<file path="config.mk">
export PLATFORM = sky130hd
export DESIGN_NAME = buck_pid_duty_regulator
export DESIGN_NICKNAME = d
export VERILOG_FILES = /design/src/rtl/bpdr_pkg.sv /design/src/rtl/buck_pid_duty_regulator.sv
export SDC_FILE = /design/constraint.sdc
export NUM_CORES = 2
export LEC_CHECK = 0
export ABC_AREA = 1
export BUFFER_PORTS_ARGS = -buffer_cell sky130_fd_sc_hd__buf_2
export CAP_MARGIN = 20
export CORE_UTILIZATION = 70
export DETAILED_ROUTE_END_ITERATION = 10
export PLACE_DENSITY = 0.88
export SLEW_MARGIN = 20
export SYNTH_ARGS = -nofsm -noshare
export SYNTH_HDL_FRONTEND = slang
export SYNTH_SLANG_ARGS = --single-unit
</file>
<file path="constraint.sdc">
create_clock -name clk -period 23.9 [get_ports clk]
set_clock_uncertainty 0.05 [all_clocks]
set_input_delay 2.39 -clock clk [delete_from_list [all_inputs] [get_ports clk]]
set_output_delay 2.39 -clock clk [all_outputs]
set_load 0.02 [all_outputs]
</file>
<file path="src/rtl/bpdr_pkg.sv">
`default_nettype none

package bpdr_pkg;

	localparam int REF_W  = 10;
	localparam int COEF_W = 16;
	localparam int ERR_W  = 11;
	localparam int CTL_W  = 11;
	localparam int PROD_W = COEF_W + ERR_W;
	localparam int ACC_W  = PROD_W + 3;
	localparam int CFG_W  = 16;
	localparam int IDX_W  = 3;

	typedef logic signed [ERR_W-1:0]  err_t;
	typedef logic signed [CTL_W-1:0]  ctl_t;
	typedef logic signed [COEF_W-1:0] coef_t;
	typedef logic signed [PROD_W-1:0] prod_t;
	typedef logic signed [ACC_W-1:0]  acc_t;

	typedef enum logic [IDX_W-1:0] {
		REG_REFERENCE = 3'd0,
		REG_COEF_B0   = 3'd1,
		REG_COEF_B1   = 3'd2,
		REG_COEF_B2   = 3'd3,
		REG_COEF_A1   = 3'd4,
		REG_COEF_A2   = 3'd5
	} reg_idx_t;

	localparam logic [REF_W-1:0] REFERENCE_RST = 10'd512;
	localparam coef_t COEF_B0_RST = -16'sd3;
	localparam coef_t COEF_B1_RST = -16'sd2;
	localparam coef_t COEF_B2_RST = 16'sd0;
	localparam coef_t COEF_A1_RST = 16'sd0;
	localparam coef_t COEF_A2_RST = -16'sd1;

	localparam acc_t ACC_POS_LIM = 30'sd512;
	localparam acc_t ACC_NEG_LIM = -30'sd512;
	localparam ctl_t U_POS_LIM   = 11'sd512;
	localparam ctl_t U_NEG_LIM   = -11'sd512;
	localparam logic [CTL_W-1:0] DUTY_MID = 11'd512;

endpackage

`default_nettype wire

</file>
<file path="src/rtl/buck_pid_duty_regulator.sv">
`default_nettype none

// channel   direction  handshake              payload
// in        sink       in_valid / in_stall    adc_sample [9:0]
// out       source     out_valid / out_stall  duty_value [10:0], control_value [10:0], saturated
// cfg       sink       cfg_we                 cfg_index [2:0], cfg_data [15:0]
//
// one request per cycle sustained unless out_stall holds; requests enter the sample register
// the difference equation is combinational between the sample register and the result register
// arst_n clears the configuration registers to their power-up values and both histories to zero
// in_stall rises only while both stages are full and out_stall holds the result

module buck_pid_duty_regulator
	import bpdr_pkg::*;
(
	input  wire logic                clk,
	input  wire logic                arst_n,
	input  wire logic                in_valid,
	output      logic                in_stall,
	input  wire logic [REF_W-1:0]    adc_sample,
	output      logic                out_valid,
	input  wire logic                out_stall,
	output      logic [CTL_W-1:0]    duty_value,
	output      logic signed [CTL_W-1:0] control_value,
	output      logic                saturated,
	input  wire logic                cfg_we,
	input  wire logic [IDX_W-1:0]    cfg_index,
	input  wire logic [CFG_W-1:0]    cfg_data
);

	logic [REF_W-1:0] reference_q;
	coef_t coef_b0_q, coef_b1_q, coef_b2_q, coef_a1_q, coef_a2_q;

	err_t e1_q, e2_q;
	ctl_t u1_q, u2_q;

	logic             valid_s1;
	logic [REF_W-1:0] sample_s1;

	logic                valid_s2;
	logic [CTL_W-1:0]    duty_s2;
	ctl_t                ctl_s2;
	logic                sat_s2;

	logic  adv_s2, take_s1;
	err_t  e0;
	prod_t p_b0, p_b1, p_b2, p_a1, p_a2;
	acc_t  acc;
	ctl_t  u_next;
	logic  sat_next;

	// configuration registers
	always_ff @(posedge clk or negedge arst_n) begin
		if (!arst_n) begin
			reference_q <= REFERENCE_RST;
			coef_b0_q   <= COEF_B0_RST;
			coef_b1_q   <= COEF_B1_RST;
			coef_b2_q   <= COEF_B2_RST;
			coef_a1_q   <= COEF_A1_RST;
			coef_a2_q   <= COEF_A2_RST;
		end else if (cfg_we) begin
			case (reg_idx_t'(cfg_index))
				REG_REFERENCE: reference_q <= cfg_data[REF_W-1:0];
				REG_COEF_B0:   coef_b0_q   <= coef_t'(cfg_data);
				REG_COEF_B1:   coef_b1_q   <= coef_t'(cfg_data);
				REG_COEF_B2:   coef_b2_q   <= coef_t'(cfg_data);
				REG_COEF_A1:   coef_a1_q   <= coef_t'(cfg_data);
				REG_COEF_A2:   coef_a2_q   <= coef_t'(cfg_data);
				default: ;
			endcase
		end
	end

	// handshake
	assign adv_s2   = !valid_s2 || !out_stall;
	assign in_stall = valid_s1 && !adv_s2;
	assign take_s1  = valid_s1 && adv_s2;

	always_ff @(posedge clk or negedge arst_n) begin
		if (!arst_n) begin
			valid_s1 <= 1'b0;
		end else if (!in_stall) begin
			valid_s1 <= in_valid;
		end
	end

	always_ff @(posedge clk) begin
		if (in_valid && !in_stall) begin
			sample_s1 <= adc_sample;
		end
	end

	// difference equation
	always_comb begin
		e0   = err_t'({1'b0, reference_q}) - err_t'({1'b0, sample_s1});
		p_b0 = prod_t'(coef_b0_q) * prod_t'(e0);
		p_b1 = prod_t'(coef_b1_q) * prod_t'(e1_q);
		p_b2 = prod_t'(coef_b2_q) * prod_t'(e2_q);
		p_a1 = prod_t'(coef_a1_q) * prod_t'(u1_q);
		p_a2 = prod_t'(coef_a2_q) * prod_t'(u2_q);
		acc  = acc_t'(p_b0) + acc_t'(p_b1) + acc_t'(p_b2) - acc_t'(p_a1) - acc_t'(p_a2);
		if (acc > ACC_POS_LIM) begin
			u_next   = U_POS_LIM;
			sat_next = 1'b1;
		end else if (acc < ACC_NEG_LIM) begin
			u_next   = U_NEG_LIM;
			sat_next = 1'b1;
		end else begin
			u_next   = ctl_t'(acc);
			sat_next = 1'b0;
		end
	end

	// histories
	always_ff @(posedge clk or negedge arst_n) begin
		if (!arst_n) begin
			e1_q <= '0;
			e2_q <= '0;
			u1_q <= '0;
			u2_q <= '0;
		end else if (take_s1) begin
			e1_q <= e0;
			e2_q <= e1_q;
			u1_q <= u_next;
			u2_q <= u1_q;
		end
	end

	// result register
	always_ff @(posedge clk or negedge arst_n) begin
		if (!arst_n) begin
			valid_s2 <= 1'b0;
		end else if (adv_s2) begin
			valid_s2 <= valid_s1;
		end
	end

	always_ff @(posedge clk) begin
		if (take_s1) begin
			ctl_s2  <= u_next;
			duty_s2 <= DUTY_MID + CTL_W'(u_next);
			sat_s2  <= sat_next;
		end
	end

	assign out_valid     = valid_s2;
	assign duty_value    = duty_s2;
	assign control_value = ctl_s2;
	assign saturated     = sat_s2;

	a_sat_at_limit: assert property (@(posedge clk) disable iff (!arst_n)
		valid_s2 && sat_s2 |-> ctl_s2 == U_POS_LIM || ctl_s2 == U_NEG_LIM)
		else $error("saturated result not at a limit");

	a_duty_matches: assert property (@(posedge clk) disable iff (!arst_n)
		valid_s2 |-> duty_s2 == DUTY_MID + CTL_W'(ctl_s2))
		else $error("duty does not track control value");

	a_hist_follows: assert property (@(posedge clk) disable iff (!arst_n)
		take_s1 |=> u1_q == ctl_s2 && valid_s2)
		else $error("control history out of step with result");

	a_stall_full: assert property (@(posedge clk) disable iff (!arst_n)
		in_stall |-> valid_s1 && valid_s2 && out_stall)
		else $error("input stalled with room available");

endmodule

`default_nettype wire

</file>
==> flow_summary.toml <==
[worst_hold_path]
min-delay-start = "e2_q[10]$_DFFE_PN0P_"
hp-class = "flip-flop to flip-flop"

[placed_design]
place_hpwl_um = 96100
place_congestion = 1.03
io_buffers = 58

[setup_path]
slowest_stage = "fa_1"
reg2reg_to = "control_value[9]$_DFFE_PP_"
r2r_start = "reference_q[0]$_DFFE_PN0P_"
crit_type = "flip-flop to flip-flop"
endpoint = "control_value[9]$_DFFE_PP_"
crit_arrival_ps = 10880
endpoint_kind = "flip-flop"
reg2reg_slack_ps = 13270
crit_path_start_kind = "flip-flop"
critical-path-max-stage-delay_ps = 570
startpoint = "reference_q[0]$_DFFE_PN0P_"
required_ps = 24150
path_max_fanout = 11
r2r_cells = 47

[yosys]
synth.area.mux_share = 0
synth_top_family_by_area = "adder cells"
synth.distinct_cells = 45
synth_nets = 6054
synth_edf_count = 24
synth-xor-area-share = 0.00350
seq_area_frac_synth = 0.101
async_flop_share = 0.850
netlist_area_sq_mm = 0.0414
ys_warn_count = 0
ys_ff_latch = 160
ys.flop_type = "dfrtp_1"
synthesis.instances = 4736
yosysTopAreaCellShare = 0.510
synth_top_area_cell = "fa_1"
syn_avg_cell_area_sq_um = 8.75
synth_simple_gate_area_share = 0.143
synthAdderAreaFrac = 0.579
synthTopCellsByArea = "fa_1 (51%), inv_1 (13%), nand2_1 (10%)"
synth_compound_area_frac = 0.0220

[final_layout]
final_common_cell = "inv_1"
syn_to_final_growth_pct = 2.97
num-fill-cells = 3957
drive_above_1_share = 0.0552
fin_nets = 5946
final_cell_mix = "inv_1 (1,435), nand2_1 (1,114), fa_1 (1,056)"

[floorplan]
row_count = 88
die_x_um = 245
core_area_sq_mm = 0.0581
fp.dieH_um = 245
die_area_sq_mm = 0.0602
start_util = 0.713
ios = 59

[clock_tree]
htree_num_levels = 4
cts_buffers = 17
root_buffer = "clkbuf_16"
clk_pin_slew_ps = 100
cts_buffer_depth = 2
ctsResizeCount = 0
cts.sinks = 160
hold_buffers = 0
cts_setup_buffers = 0
cts_tree = "yes"
clkLatencyLatePin_ps = 530

[grt]
grt_use_total = 0.421
gr-total-overflow = 0
grt_pass1_wl_um = 186000
grt_pass1_vias = 34400
grt_max_degree = 78
antenna_found_initial = 4

[status]
outcome = "complete, no violations"

[route]
drtPass1Iterations = 6
routed_via_density = 5.78
drc = 0
avgRoutedWirePerCell_um = 21.5
drt_first_iter_violations = 3065
num_vias = 31300
totalWireLength_um = 116000
ant_nets = 0

[timing]
rsz0062_at_grt = "false"
period_minus_slack_ps = 10630
fmax_mhz = 94.1
slew_headroom = 0.272
finalSetupTns_ps = 0
worst_slew_pin_slew_ps = 1090
drv_slew = 0
finalHoldViolCount = 0
setup_viol = 0
period_share = 0.445

[run]
maxCapViolCount = 0
[cells by family after synthesis]
| kind of cell | after synthesis |
|---|---|
| buffers and inverters | 1652 |
| xor gates and xnor gates | 14 |
| DFF | 160 |
| AOI/OAI and AO/OA | 175 |
| adders and majority gates | 1284 |
| and+or+nand+nor | 1451 |
[Yosys cell counts (all sizes together), types with 8 or more instances]
cell type	n
nand4	16
a21oi	45
fa	1056
inv	1443
edfxtp	24
o21ai	124
clkbuf	183
nand3	54
buf	21
or2	21
nand2	1131
dfstp	47
nand3b	8
nor2	207
ha	228
dfrtp	89
nor3	8
[through the flow]
stage	hold slack (ps)	utilization	worst slack, ps	cell area (sq um)	cells
after detailed placement	425	0.723	13450	42000	5374
after global routing	470	0.734	12710	42600	5406
after floorplan	398	-	14750	41400	4736
final	445	0.734	13270	42700	5411
after CTS	444	0.734	13390	42600	5406
after global placement	419	0.723	13620	42000	5374
[cell type report]
cell class	count	area, sq um	share of cell area
well taps	765	957	0.0224
repair buffers	77	439	0.0103
multi-input cells	2924	31000	0.727
diodes	5	12.5	0.000293
inverters	1448	5440	0.127
clock inverters	15	206	0.00484
flip-flops and latches	160	4180	0.0980
clock buffers	17	425	0.00997
[layer usage]
metal,global-route usage,vias to the layer above,share of wire
met1,0.513,15600,0.33
met3,0.105,640,0.11
met2,0.645,2072,0.46
li1,-,13000,-
met4,0.338,4,0.099
met5,0,-,0.00026
[worst min path at each step]
| stage | end | slack [ps] | cells past startpoint |
|---|---|---|---|
| detailed placement | e2_q[10]$_DFFE_PN0P_ | 430 | 2 |
| CTS | e2_q[10]$_DFFE_PN0P_ | 440 | 2 |
| global placement | e2_q[10]$_DFFE_PN0P_ | 420 | 2 |
| global route | reference_q[0]$_DFFE_PN0P_ | 470 | 2 |
| finish | e2_q[10]$_DFFE_PN0P_ | 440 | 2 |
| floorplan | out_valid$_DFFE_PN0N_ | 400 | 2 |
[state kept, by name (all words and copies together), names as in the netlist]
signal         cells
out_valid          1
coef_a1_q         16
u1_q              11
coef_b2_q         16
e1_q              11
sample_s1         10
valid_s1           1
control_value      2
coef_b1_q         16
duty_value        11
e2_q              11
coef_b0_q         16
coef_a2_q         16
saturated          1
reference_q       10
u2_q              11
[critical path: cells and delay by family, from the launching register on]
family | cells | cell delay (ps)
adders and majority gates | 12 | 5580
and+or+nand+nor | 18 | 2030
AOI/OAI and AO/OA | 6 | 1390
DFF | 1 | 350
buffers and inverters | 11 | 960
Power is left out: the tool's default activity adds up to more than one toggle a clock period on the data nets, which glitch-free logic cannot reach.
